$ cat src/hw/rtl/svlf_pkg.sv
// svlf_pkg: shared types, field widths and codes for the semantic voxel label fusion block
// no dependencies; imported by the interfaces and every module of the block
package svlf_pkg;

    localparam int KIND_W     = 2;
    localparam int LABEL_W    = 5;
    localparam int ADDR_W     = 12;
    localparam int DIST_W     = 16;
    localparam int LOGP_W     = 16;
    localparam int TRUNC_W    = 15;
    localparam int PROB_W     = 32;
    localparam int COUNT_W    = 16;
    localparam int DIFF_W     = LOGP_W + 1;
    localparam int CFG_IDX_W  = 2;
    localparam int CFG_DATA_W = 16;

    localparam logic [COUNT_W-1:0] COUNT_MAX = '1;

    localparam logic signed [LOGP_W-1:0] LOG_MATCH_RST    = -16'sd27;
    localparam logic signed [LOGP_W-1:0] LOG_NONMATCH_RST = -16'sd589;
    localparam logic [TRUNC_W-1:0]       TRUNC_RST        = 15'd512;

    typedef enum logic [KIND_W-1:0] {
        KIND_CLEAR = 2'd0,
        KIND_ADD   = 2'd1,
        KIND_APPLY = 2'd2
    } kind_t;

    typedef enum logic [CFG_IDX_W-1:0] {
        REG_LOG_MATCH    = 2'd0,
        REG_LOG_NONMATCH = 2'd1,
        REG_TRUNC        = 2'd2
    } cfg_reg_t;

    // histogram commands from the sequencer
    typedef struct packed {
        logic               clear;
        logic               add;
        logic [LABEL_W-1:0] label;
    } hist_req_t;

endpackage

$ cat src/hw/rtl/svlf_mac.sv
// svlf_mac: shared multiply / accumulate / saturate unit, one label per cycle
// depends on svlf_pkg (DIFF_W, PROB_W)
module svlf_mac import svlf_pkg::*; #(
    parameter int TOT_W  = 21,
    parameter int PROD_W = DIFF_W + TOT_W + 1
) (
    input  logic                     clk,
    input  logic signed [DIFF_W-1:0] mul_a,
    input  logic [TOT_W-1:0]         mul_b,
    input  logic signed [PROB_W-1:0] prob_in,
    input  logic signed [PROD_W-1:0] base,
    output logic signed [PROD_W-1:0] prod,
    output logic signed [PROB_W-1:0] sum
);

    localparam int ACC_W = PROD_W + 2;

    logic signed [PROD_W-1:0] prod_reg;
    logic signed [PROB_W-1:0] prob_d_reg;
    logic signed [PROB_W-1:0] sum_reg;
    logic signed [ACC_W-1:0]  sum_full;
    logic signed [PROB_W-1:0] sum_sat;

    assign sum_full = ACC_W'(prob_d_reg) + ACC_W'(base) + ACC_W'(prod_reg);

    always_comb
    begin
        // upper bits all equal means the sum fits in 32 bits
        if ((sum_full[ACC_W-1:PROB_W-1] == '0) || (sum_full[ACC_W-1:PROB_W-1] == '1))
        begin
            sum_sat = sum_full[PROB_W-1:0];
        end
        else if (sum_full[ACC_W-1])
        begin
            sum_sat = {1'b1, {(PROB_W-1){1'b0}}};
        end
        else
        begin
            sum_sat = {1'b0, {(PROB_W-1){1'b1}}};
        end
    end

    always_ff @(posedge clk)
    begin
        prod_reg   <= PROD_W'(mul_a) * PROD_W'($signed({1'b0, mul_b}));
        prob_d_reg <= prob_in;
        sum_reg    <= sum_sat;
    end

    assign prod = prod_reg;
    assign sum  = sum_reg;

endmodule

$ cat config.mk
export PLATFORM = sky130hd
export DESIGN_NAME = svlf_mac
export DESIGN_NICKNAME = d
export VERILOG_FILES = /design/src/hw/rtl/svlf_pkg.sv /design/src/hw/rtl/svlf_mac.sv
export SDC_FILE = /design/constraint.sdc
export NUM_CORES = 1
export LEC_CHECK = 0
export BUFFER_PORTS_ARGS = -buffer_cell sky130_fd_sc_hd__clkbuf_2
export CORE_MARGIN = 4
export CORE_UTILIZATION = 56
export CTS_CLUSTER_SIZE = 40
export DETAILED_ROUTE_END_ITERATION = 10
export PLACE_DENSITY = 0.83
export SLEW_MARGIN = 40
export SYNTH_ARGS = -nofsm -noshare
export SYNTH_HDL_FRONTEND = slang
export SYNTH_SLANG_ARGS = --single-unit
$ cat constraint.sdc
create_clock -name clk -period 7.45 [get_ports clk]
set_clock_uncertainty 0.1 [all_clocks]
set_input_delay 1.49 -clock clk [delete_from_list [all_inputs] [get_ports clk]]
set_output_delay 1.49 -clock clk [all_outputs]
set_load 0.02 [all_outputs]
# After elaboration in Yosys (flattened, before gate mapping)
# Index checks and enable logic that the tools add are counted.
[word_totals]
elab_cells = 11
regBits = 103
output_inout_bits = 71
in_bits = 110
[classes]
eq_ne = 1
n_mux = 2
n_reduce_logical = 2
multipliers = 1
add_sub_neg = 2
[ops]
columns = ["cell", "n"]
rows = [
  ["two-way mux 32 bit", 2],
  ["adder 40 x 39 -> 41 bit", 1],
  ["adder 32 x 39 -> 40 bit", 1],
  ["multiplier 17 x 22 -> 39 bit", 1],
  ["== test 10 bit, second input constant", 1],
  ["zero test 10 bit", 1],
  ["logical OR 1 bit", 1],
]

# Logic depth before layout (Yosys ltp)
[logic_depth]
depth_word = 5
mapped_depth = 25
ltp_nobuf = 24

# Worst setup path after synthesis
# Ideal clock, no wire load.
[synth_timing]
path_kind = "input -> register"
startpoint = "input port mul_a[2]"
endpoint = "register prod_reg[37], in the netlist prod[37]"
arrival_time_ns = 7.154
setup_ns = 0.072
cell_stages = 24
path_slack_ns = 0.123
path_cell_list = "clkbuf_1 nand2_1 fa_1 inv_1 fa_1 inv_1 fa_1 inv_1 fa_1 fa_1 inv_1 fa_1 inv_1 ha_1 and4_1 nand2_1 nor2_1 nand4_1 a311oi_1 o31a_1 o41ai_1 o2111ai_1 a21oi_1 xnor2_1"
[synth_between]
elab_chain_cells = 1
[synth_rtl]
columns = ["element", "line_no", "source"]
rows = [
  ["start: declaration", "svlf_mac.sv:8", "input logic signed [DIFF_W-1:0] mul_a,"],
  ["multiplier 17 x 22 -> 39 bit", "svlf_mac.sv:45", "prod_reg <= PROD_W'(mul_a) * PROD_W'($signed({1'b0, mul_b}));"],
  ["end signal: assignment", "svlf_mac.sv:45", ""],
  ["end: declaration", "svlf_mac.sv:18", "logic signed [PROD_W-1:0] prod_reg;"],
]
# No other way between the ends.

# Worst setup path after layout
[layout_timing]
startpoint = "input port mul_b[12]"
endpoint = "register prod_reg[37], in the netlist prod[37]"
[layout_between]
elab_chain_cells = 1
[layout_rtl]
columns = ["element", "line_no", "source"]
rows = [
  ["start: declaration", "svlf_mac.sv:9", "input logic [TOT_W-1:0] mul_b,"],
  ["multiplier 17 x 22 -> 39 bit", "svlf_mac.sv:45", ""],
]
# No other way between the ends.

==> results_dict.tcl <==
set metrics [dict create \
    ys_ff_latch 103 \
    post-cts-setup-buffers 0 \
    start_util 0.5686 \
    layout.area.seq_um2 2062 \
    routedWlPerCell_um 18.30 \
    crit_arrival_ns 7.37 \
    hold_violations 0 \
    drt_first_pass_iters 5 \
    synth-simple-area-share 0.1573 \
    ys_types 68 \
    max_slew_margin 0.6119 \
    synth_warnings 0 \
    clock_latency_ns 0.35 \
    clock-sinks 103 \
    grt_pass1_wl_mm 74.85 \
    dp_hpwl_mm 39.74 \
    dp_cells 2504 \
    synth_fa_ha_area_frac 0.4975 \
    multi_input_area_um2 13700 \
    place_congestion 0.9466 \
    fill_cells 2405 \
    avgViaCountPerCell 5.523 \
    synth.avg_cell_area_um2 9.101 \
    max_freq_mhz 138.3 \
    synthMuxAreaShare 0.003014 \
    ys_seq_area_frac 0.1182 \
    slew_violations 0 \
    setup_viol 0 \
    cp.required_ns 7.59 \
    pin_count 181 \
    grt_max_degree 32 \
    synthFlopType "dfxtp_1" \
    synthArstFlopShare 0 \
    postRouteAntennaNets 0 \
    largest_register_ffs 39 \
    syn-cell-area_um2 17440 \
    hold_path.class "reg -> reg" \
    die_area_um2 34030 \
    cts_tree "yes" \
    critPathLaunchType "primary input" \
    port_buffers 180 \
    drv_cap 0 \
    synth_edf_count 0 \
    syn_nets 2525 \
    tightest_slew_ns 0.5805 \
    fp.dieH_um 184.5 \
    first_global_vias 15020 \
    timing.final.crit_share 0.9709 \
    fin_crit_ns 7.233 \
    synth_top_family_by_area "adder cells" \
    critical_path_class "in -> reg" \
    numCtsBuffers 9 \
    coreArea_um2 30670 \
    clkSlewWorstSetupHoldPaths_ns 0.07 \
    drive_gt1_frac 0.1427 \
    num_vias 13919 \
    finalNetCount 2728 \
    antenna_found_initial 0 \
    syn_inst 1916 \
    instances_no_fill 2520 \
    crit_fanout 9 \
    rsz0062_at_grt "false" \
    drc_errors 0 \
    drt_iter0_drc 963 \
    rows 64 \
    synthXorXnorAreaFrac 0.03214 \
    root_buffer "clkbuf_16" \
    hold_buffers 0 \
    cts_max_level 3 \
    endpoint_kind "register" \
    wirelength_mm 46.12 \
    grt_overflow_total 0 \
    area_delta_synth_final_pct 12.23 \
    antennaDiodeCount 0 \
    cts_resized 0 \
    outcome "complete, no violations" \
    die_w_um 184.5 \
    grt_use_total 0.2740 \
    synth_compound_area_frac 0.09378 \
    cts_buffer_depth 2 \
]
final timing paths:
path	from	endpoint	slack, ns	depth (start not counted)
worst min-delay path	prob_d_reg[0]$_DFF_P_	sum[0]$_DFF_P_	0.71	3
worst min register to register	prob_d_reg[0]$_DFF_P_	sum[0]$_DFF_P_	0.71	3
worst max register to register	prod[0]$_DFF_P_	sum[0]$_DFF_P_	2.62	16
worst max-delay path	mul_b[12]	prod[37]$_DFF_P_	0.22	25
metal layers:
| layer | GRT usage | share of wire | vias up | wire (um) |
|---|---|---|---|---|
| met2 | 0.4681 | 0.48 | 634 | 22130 |
| met4 | 0.1053 | 0.041 | 0 | 1868 |
| li1 | - | - | 6349 | - |
| met5 | 0 | 0 | - | 0 |
| met3 | 0.03710 | 0.078 | 131 | 3579 |
| met1 | 0.3567 | 0.40 | 6805 | 18540 |
per-stage QoR:
| step | setup WS, ns | area (um2) | TNS, ns | hold slack [ns] | utilization |
|---|---|---|---|---|---|
| after floorplan | 0.1233 | 17440 | 0 | 0.5594 | - |
| after global placement | -0.07314 | 19240 | -0.1176 | 0.6761 | 0.6274 |
| after detailed placement | -0.2881 | 19240 | -0.9554 | 0.7022 | 0.6274 |
| after CTS | 0.08124 | 19530 | 0 | 0.7206 | 0.6368 |
| after global routing | 0.008521 | 19570 | 0 | 0.7832 | 0.6381 |
| final | 0.2171 | 19570 | 0 | 0.7053 | 0.6381 |
worst max-delay path, stage by stage:
cell and delay, ns:
buf_2 0.27, nand2_1 0.15, fa_1 0.52, inv_1 0.06, fa_1 0.53, inv_1 0.05
fa_1 0.50, inv_1 0.06, fa_1 0.46, fa_1 0.53, inv_1 0.06, fa_1 0.48
inv_1 0.04, ha_1 0.28, and4_1 0.22, nand2_1 0.08, nor2_1 0.12, nand4_1 0.15
a311oi_2 0.42, o31a_1 0.23, o41ai_2 0.07, buf_4 0.14, o2111ai_1 0.21, a21oi_1 0.11
xnor2_1 0.13
layout make-up:
cell class,count,share of cell area
clock buffers,10,0.01170
clock inverters,6,0.003133
inverters,374,0.07173
multi-input cells,1361,0.7001
flip-flops and latches,103,0.1054
well taps,396,0.02532
repair buffers,270,0.08260
cells in the mapped netlist (3+ instances only):
cell type  instances  area [um2]
xor2_1            22       192.7
a21o_1            32       240.2
nand3_1           20       100.1
buf_2              7       35.03
nor2b_1            5       31.28
ha_1             175        2190
and4_1             3       26.28
buf_1              4       15.01
o21a_1             6       45.04
nor3_1            11       55.05
and3_1            13       81.33
o311a_1            3       30.03
nand2_1          227       852.1
fa_1             324        6486
a211oi_1           6       45.04
dfxtp_1          103        2062
o21ai_1            5       25.02
a31oi_1            6       37.54
o21ai_0           23       115.1
nand4_1           10       62.56
o31ai_1           23       172.7
xnor2_1           42       367.9
clkbuf_1          66       247.7
nand2b_1          23       143.9
inv_1            374        1404
o221ai_1           4       35.03
and2_1           170        1064
a21oi_1           64       320.3
mux2i_1            3       30.03
o211ai_1          12       90.09
o21bai_1          14       105.1
nand3b_1           3       22.52
o22ai_1            3       18.77
a21boi_0           4       30.03
nor2_1            63       236.5
kinds of logic after synthesis:
| group | Yosys count |
|---|---|
| simple gates | 556 |
| fa+ha+maj | 499 |
| compound gates | 237 |
| xor+xnor | 64 |
| flops | 103 |
| mux | 5 |
| buf+inv | 452 |
cell usage in the layout (no fill, tap or decap), drive strengths merged, types with 4 or more instances in the layout:
| cell | netlist | layout |
|---|---|---|
| o21bai | 14 | 14 |
| fa | 324 | 324 |
| o21a | 6 | 6 |
| o211ai | 12 | 12 |
| nand3 | 20 | 20 |
| and3 | 13 | 13 |
| o22ai | 4 | 4 |
| dfxtp | 103 | 103 |
| clkbuf | 66 | 182 |
| nand4 | 10 | 10 |
| buf | 12 | 98 |
| xor2 | 22 | 22 |
| nand2 | 227 | 227 |
| a31oi | 8 | 8 |
| o31ai | 23 | 23 |
| nor2 | 64 | 64 |
| nor2b | 5 | 5 |
| o311ai | 4 | 4 |
| and2 | 170 | 170 |
| nor3 | 12 | 12 |
| o21ai | 28 | 28 |
| a21oi | 65 | 65 |
| xnor2 | 42 | 42 |
| a21o | 32 | 32 |
| o221ai | 4 | 4 |
| a21boi | 5 | 5 |
| ha | 175 | 175 |
| inv | 374 | 377 |
| nand2b | 23 | 23 |
| a211oi | 6 | 6 |
Power is left out: the tool's default activity adds up to more than one toggle a clock period on the data nets, which glitch-free logic cannot reach.
