===== src/hw/rtl/svlf_pkg.sv =====
// svlf_pkg: shared types, field widths and codes for the semantic voxel label fusion block
// no dependencies; imported by the interfaces and every module of the block
package svlf_pkg;

    localparam int KIND_W     = 2;
    localparam int LABEL_W    = 5;
    localparam int ADDR_W     = 12;
    localparam int DIST_W     = 16;
    localparam int LOGP_W     = 16;
    localparam int TRUNC_W    = 15;
    localparam int PROB_W     = 32;
    localparam int COUNT_W    = 16;
    localparam int DIFF_W     = LOGP_W + 1;
    localparam int CFG_IDX_W  = 2;
    localparam int CFG_DATA_W = 16;

    localparam logic [COUNT_W-1:0] COUNT_MAX = '1;

    localparam logic signed [LOGP_W-1:0] LOG_MATCH_RST    = -16'sd27;
    localparam logic signed [LOGP_W-1:0] LOG_NONMATCH_RST = -16'sd589;
    localparam logic [TRUNC_W-1:0]       TRUNC_RST        = 15'd512;

    typedef enum logic [KIND_W-1:0] {
        KIND_CLEAR = 2'd0,
        KIND_ADD   = 2'd1,
        KIND_APPLY = 2'd2
    } kind_t;

    typedef enum logic [CFG_IDX_W-1:0] {
        REG_LOG_MATCH    = 2'd0,
        REG_LOG_NONMATCH = 2'd1,
        REG_TRUNC        = 2'd2
    } cfg_reg_t;

    // histogram commands from the sequencer
    typedef struct packed {
        logic               clear;
        logic               add;
        logic [LABEL_W-1:0] label;
    } hist_req_t;

endpackage


===== src/hw/rtl/svlf_hist.sv =====
// svlf_hist: measured-label histogram memory with per-label valid bits and running total
// depends on svlf_pkg (hist_req_t, COUNT_W, COUNT_MAX)
module svlf_hist import svlf_pkg::*; #(
    parameter int NUM_LABELS = 32,
    parameter int LBL_W      = 5,
    parameter int TOT_W      = 21
) (
    input  logic               clk,
    input  logic               rst_n,
    input  hist_req_t          req,
    input  logic               rd_en,
    input  logic [LBL_W-1:0]   rd_idx,
    output logic [COUNT_W-1:0] count,
    output logic [TOT_W-1:0]   total
);

    logic [COUNT_W-1:0]    cnt_mem [NUM_LABELS];
    logic [COUNT_W-1:0]    mem_q_reg;
    logic                  vq_reg;
    logic [NUM_LABELS-1:0] valid_reg;
    logic [TOT_W-1:0]      total_reg;
    logic                  add_pend_reg;
    logic [LBL_W-1:0]      add_idx_reg;

    logic                  lbl_ok;
    logic [LBL_W-1:0]      lbl_idx;
    logic [LBL_W-1:0]      ra;
    logic                  re;
    logic [COUNT_W-1:0]    cur;
    logic                  bump;

    assign lbl_ok  = 32'(req.label) < NUM_LABELS;
    assign lbl_idx = LBL_W'(req.label);
    assign re      = req.add || rd_en;
    assign ra      = req.add ? lbl_idx : rd_idx;

    // entries not written since the last clear read as zero
    assign cur   = vq_reg ? mem_q_reg : '0;
    assign bump  = add_pend_reg && (cur != COUNT_MAX);
    assign count = cur;
    assign total = total_reg;

    always_ff @(posedge clk)
    begin
        if (re)
        begin
            mem_q_reg <= cnt_mem[ra];
            vq_reg    <= valid_reg[ra];
        end
        if (bump)
        begin
            cnt_mem[add_idx_reg] <= cur + COUNT_W'(1);
        end
    end

    always_ff @(posedge clk or negedge rst_n)
    begin
        if (!rst_n)
        begin
            valid_reg    <= '0;
            total_reg    <= '0;
            add_pend_reg <= 1'b0;
            add_idx_reg  <= '0;
        end
        else
        begin
            add_pend_reg <= req.add && lbl_ok;
            add_idx_reg  <= lbl_idx;
            if (req.clear)
            begin
                valid_reg <= '0;
                total_reg <= '0;
            end
            else if (bump)
            begin
                valid_reg[add_idx_reg] <= 1'b1;
                total_reg              <= total_reg + TOT_W'(1);
            end
        end
    end

endmodule


===== config.mk =====
export PLATFORM = sky130hd
export DESIGN_NAME = svlf_hist
export DESIGN_NICKNAME = d
export VERILOG_FILES = /design/src/hw/rtl/svlf_pkg.sv /design/src/hw/rtl/svlf_hist.sv
export SDC_FILE = /design/constraint.sdc
export NUM_CORES = 1
export LEC_CHECK = 0
export BUFFER_PORTS_ARGS = -buffer_cell sky130_fd_sc_hd__clkbuf_2
export CAP_MARGIN = 40
export CORE_MARGIN = 1
export CORE_UTILIZATION = 25
export DETAILED_ROUTE_END_ITERATION = 10
export PLACE_DENSITY = 0.43
export SYNTH_ARGS = -nofsm -noshare
export SYNTH_HDL_FRONTEND = slang
export SYNTH_SLANG_ARGS = --single-unit

===== constraint.sdc =====
create_clock -name clk -period 5.7 [get_ports clk]
set_input_delay 1.14 -clock clk [delete_from_list [all_inputs] [get_ports clk]]
set_output_delay 1.14 -clock clk [all_outputs]
set_load 0.005 [all_outputs]

=== Word-level counts from Yosys, hierarchy flattened ===
Memory sizes are Yosys's and may differ from the RTL's. A register that Yosys moved wholly into a read port is not among the register bits.
Index checks and enable logic that the tools add are counted.

* Add/subtract/negate cells: 2
* Order comparisons: 3
* Eq/ne operators: 1
* Muxes and demuxes: 12
* Bitwise logic cells: 1
* Reductions and logical operators: 4

{| class="wikitable"
|+ Operators with widths
! operator !! count
|-
| two-way mux 32 bit || 2
|-
| two-way mux 21 bit || 2
|-
| OR 32 bit || 1
|-
| adder 21 x 1 -> 21 bit, second input constant || 1
|-
| adder 16 x 1 -> 16 bit, second input constant || 1
|-
| two-way mux 16 bit || 1
|-
| inequality test 16 bit, second input constant || 1
|-
| < comparator 5 x 6 -> 1 bit, second input constant || 2
|-
| binary-select mux 1 bit (select 5 bit) || 1
|-
| demux 1 bit (select 5 bit) || 1
|-
| >= comparator 5 x 1 -> 1 bit, second input constant || 1
|-
| two-way mux 5 bit || 1
|-
| two-way mux 1 bit || 4
|-
| logical AND 1 bit || 2
|-
| nonzero test 2 bit || 1
|-
| logical OR 1 bit || 1
|}

* Register bits after elaboration: 60
* Bits in writable memories: 512
* Output and inout bits: 37
* Word-level logic and storage cells: 29
* Memories: 1

{| class="wikitable"
|+ Memory list
! name !! depth !! width !! read ports !! clocked after Yosys merged registers in !! write ports !! RTL line !! RTL
|-
| cnt_mem || 32 || 16 || 1 || 1 || 1 || svlf_hist.sv:17 || <nowiki>logic [COUNT_W-1:0] cnt_mem [NUM_LABELS];</nowiki>
|}

=== Longest topological paths before layout ===
* Depth after elaboration: 7
* Depth in mapped cells: 12

=== Worst setup path after synthesis ===
OpenSTA, ideal clock, no wires.

* Path type: reg2reg
* Start point: register vq_reg
* End point: memory cnt_mem[0][0], enable pin
* Arrival time: 3.099 ns
* Setup slack: 2.212 ns
* Cell stages (with the launch flop): 13
* Path buffers: 5
* Period minus slack after synthesis: 3.488 ns
* Cells stage by stage: edfxtp_1 -> buf_2 -> clkbuf_1 -> clkbuf_1 -> and2_1 -> ha_1 -> nand3_1 -> nor4_2 -> a31oi_2 -> or3b_1 -> buf_2 -> buf_4 -> nor2_1

* Longest elaborated chain between the ends: 5

{| class="wikitable"
|+ RTL lines
! element !! RTL line !! RTL
|-
| from (decl) || svlf_hist.sv:19 || <nowiki>logic vq_reg;</nowiki>
|-
| from (signal assigned) || svlf_hist.sv:48 || <nowiki>vq_reg <= valid_reg[ra];</nowiki>
|-
| two-way mux 16 bit || svlf_hist.sv:38 || <nowiki>assign cur = vq_reg ? mem_q_reg : '0;</nowiki>
|-
| named net count[1] || svlf_hist.sv:13 || <nowiki>output logic [COUNT_W-1:0] count,</nowiki>
|-
| inequality test 16 bit || svlf_hist.sv:39 || <nowiki>assign bump = add_pend_reg && (cur != COUNT_MAX);</nowiki>
|-
| logical AND 1 bit || svlf_hist.sv:39 ||
|-
| two-way mux 1 bit || svlf_hist.sv:50 || <nowiki>if (bump)</nowiki>
|-
| two-way mux 1 bit (not written as such) || svlf_hist.sv:52 || <nowiki>cnt_mem[add_idx_reg] <= cur + COUNT_W'(1);</nowiki>
|-
| to (decl) || svlf_hist.sv:17 ||
|}

The timed path passes the listed nets, and every way through them passes these cells.

=== Worst setup path in the final report ===
* Start point: input req[5] (netlist name)
* End point: register mem_q_reg[9], read port of cnt_mem (data pin)

* Longest elaborated chain between the ends: 1

{| class="wikitable"
|+ RTL lines
! element !! RTL line !! RTL
|-
| from (decl) || svlf_hist.sv:10 || <nowiki>input hist_req_t req,</nowiki>
|-
| two-way mux 5 bit / logical OR 1 bit (equally long branches) || svlf_hist.sv:35, svlf_hist.sv:34 ||
|-
| to (decl) || svlf_hist.sv:18 || <nowiki>logic [COUNT_W-1:0] mem_q_reg;</nowiki>
|}

Parallel ways exist; a longest one is shown, timed or not.
A chain may end at the register's enable or synchronous reset.

==> out/qor.txt <==
Status - finished with violations
Failing checks - DRC
Mapped Nets - 1544
CTS Buffer Depth - 3
Fin worst setup slack - 1.72 ns
Clock power frac - 40.7%
Pin count of the biggest net entering global routing - 60
Total Wirelength - 81000 um
Clock skew - 0.0201 ns
Pins Over Slew Limit - 0
Final HPWL DP - 50300 um
Crit path time final - 3.98 ns
Peak VDD IR - 0.000200 V
Setup Total Neg Slack - 0 ns
Max-slew headroom - 40.9%
Sw Ratio - 25.7%
YS warnings - 0
First-pass GRT wire length - 115000 um
Die Y - 315 um
Seq cells post-synth - 588
Max-cap violations - 0
Via Count - 15000
Max reg flops - 512
Clk pin slew, worst setup/hold paths - 0.06 ns
Dpl ws - 1.09 ns
Post-synth top area cell - edfxtp_1
Mapped Avg Cell Area - 16.1 um^2
Die area - 99300 um^2
Starting Density - 25.3%
Remaining DRCs - 20
Synth unique cells - 60
Post-synth top flop - edfxtp_1
GP Congestion - 0.854
Inserted Clock Buffers - 68
Layout cells sized above 1 - 23.2%
TritonCTS clock tree - built
Post-CTS sizing - 0
Setup Crit Path Kind - in -> reg
Cell Area, Synth - 24500 um^2
Post-synth EDFFs - 529
Routed Antenna Nets - 0
Routed vias/inst - 5.03
Nature of the critical path endpoint - register
Startpoint types - input pin
CTS Hold Bufs - 0
Synth area leaders - edfxtp_1 65%, mux4_2 9.1%, dfrtp_1 6.0%, a21oi_1 3.2%, a211oi_1 2.3%
Initial DRC Count - 1534
Req. time, crit path - 6.07 ns
Setup violation total in the final timing report - 0
Tot GR Track Use - 16.4%
Area delta synth->final - 18.3%
Pwr Density - 349 nW/um^2
Worst Tran Pin Value - 0.869 ns
Synthesized instance count - 1527
Async SR Flop Fraction - 10.0%
RSZ-0062 raised after global routing - false
H-tree depth - 3
Seq/Total Area, Yosys - 70.8%
Final Hold Viols - 0
Vias in the first global route - 14900
Grt total ovfl - 0
Worst skew pair latency - 0.63 ns
Num Clock Sinks - 588
Gate power share - 10.2%
Die width - 315 um
Switching power - 2.60 mW
Yosys top cell area share - 64.8%
Root buf cell - clkbuf_16
IO buf count - 51
Max Clk Rate - 0.252 GHz
Io pins - 52
Post CTS Setup Buffer Count - 0
Initial antenna violation count - 2
# rows - 114
Routed WL per cell - 27.2 um
Crit share post-route - 69.8%
Final net count - 1664
Placeable core region - 96900 um^2
Int Pwr - 7.52 mW
Count leader, synth - edfxtp_1
Min-delay worst type - reg -> reg
Arrival @ worst endpoint - 4.35 ns
Crit-path max FO - 47
Reg power frac - 49.0%
Top cells by count, synth - 529 x edfxtp_1, 159 x a21oi_1, 99 x mux4_2
Pleak - 9.41 nW
Pre-antenna DRT Iters - 8
==> logic make-up after synthesis <==
family / Yosys count / synth area share [%]
flip-flops: 588 / 70.8
AO/OA/AOI/OAI: 372 / 9.68
AND/OR/NAND/NOR: 251 / 5.01
buffers and inverters: 152 / 2.85
multiplexers: 128 / 10.3
XOR/XNOR: 34 / 1.21
adder cells (fa/ha/maj): 2 / 0.102
==> area by class of cell <==
type,count,area [um^2]
diodes,1,2.50
clock buffers,90,1800
clock inverters,32,255
fillers,9524,67800
inverters,50,188
multi-input cells,787,6630
flip-flops and latches,588,17400
well taps,1276,1600
repair buffers,152,1180
==> power by group through the flow <==
stage	Sequential (mW)	Clock [mW]	Combinational, mW
6_report	4.96	4.12	1.04
5_1_grt	4.96	4.35	1.10
3_5_place_dp	5.05	0	1.04
2_1_floorplan	5.03	0	0.544
4_1_cts	4.96	4.20	1.05
3_3_place_gp	5.05	0	1.01
==> worst max-delay path: stages <==
cell and delay [ns]:
buf_4 0.46, mux2i_4 0.37, buf_12 0.35, buf_4 0.45
mux4_2 0.55, nand2_1 0.11, o311ai_0 0.29, buf_2 0.26
and3_1 0.16
==> path summary, 6_finish.rpt <==
check | from | endpoint | slack [ns] | depth (start not counted)
hold / removal | valid_reg[10] | valid_reg[10] | 0.53 | 2
min in group asynchronous | rst_n | total[20] | 0.68 | 2
hold reg to reg | valid_reg[10] | valid_reg[10] | 0.53 | 2
max in group asynchronous | rst_n | valid_reg[11] | 4.49 | 2
setup / recovery | req[5] | mem_q_reg[9] | 1.72 | 9
setup reg to reg | mem_q_reg[1] | cnt_mem[26][14] | 1.77 | 8
==> per-stage QoR <==
stage	area [um^2]	hold slack [ns]	utilization, %	total power, mW	cells
after detailed placement	27000	0.519	27.8	6.09	2853
after global placement	26600	0.512	27.5	6.06	2825
after CTS	29000	0.528	30.0	10.2	2975
after global routing	29000	0.548	30.0	10.4	2975
final	29000	0.527	30.0	10.1	2976
after floorplan	24500	0.501	-	5.57	1527
==> routing by layer <==
| layer | vias up | share of wire [%] | GRT usage [%] |
|---|---|---|---|
| met5 | - | 0 | 0 |
| met4 | 0 | 3.3 | 5.80 |
| met3 | 122 | 5.9 | 2.95 |
| met2 | 536 | 46 | 25.1 |
| met1 | 7941 | 45 | 23.1 |
| li1 | 6358 | - | - |
==> cell usage in the layout (no fill, tap or decap), types with 11 or more instances in the layout <==
cell type / count
clkbuf_2: 50
a32oi_1: 15
o221ai_1: 14
dfrtp_1: 59
xor2_1: 11
a211oi_1: 75
mux2i_1: 23
clkbuf_16: 68
nand2_1: 66
o22ai_1: 47
clkinv_1: 14
mux4_2: 99
and3_1: 16
buf_2: 13
clkbuf_1: 20
inv_1: 45
nor2_2: 12
nand4_1: 12
xnor2_1: 14
and2_1: 17
nand3_1: 17
edfxtp_1: 529
clkinv_2: 13
buf_4: 72
a21oi_1: 159
nor2_1: 55
Power figures use the tool's default switching activity.
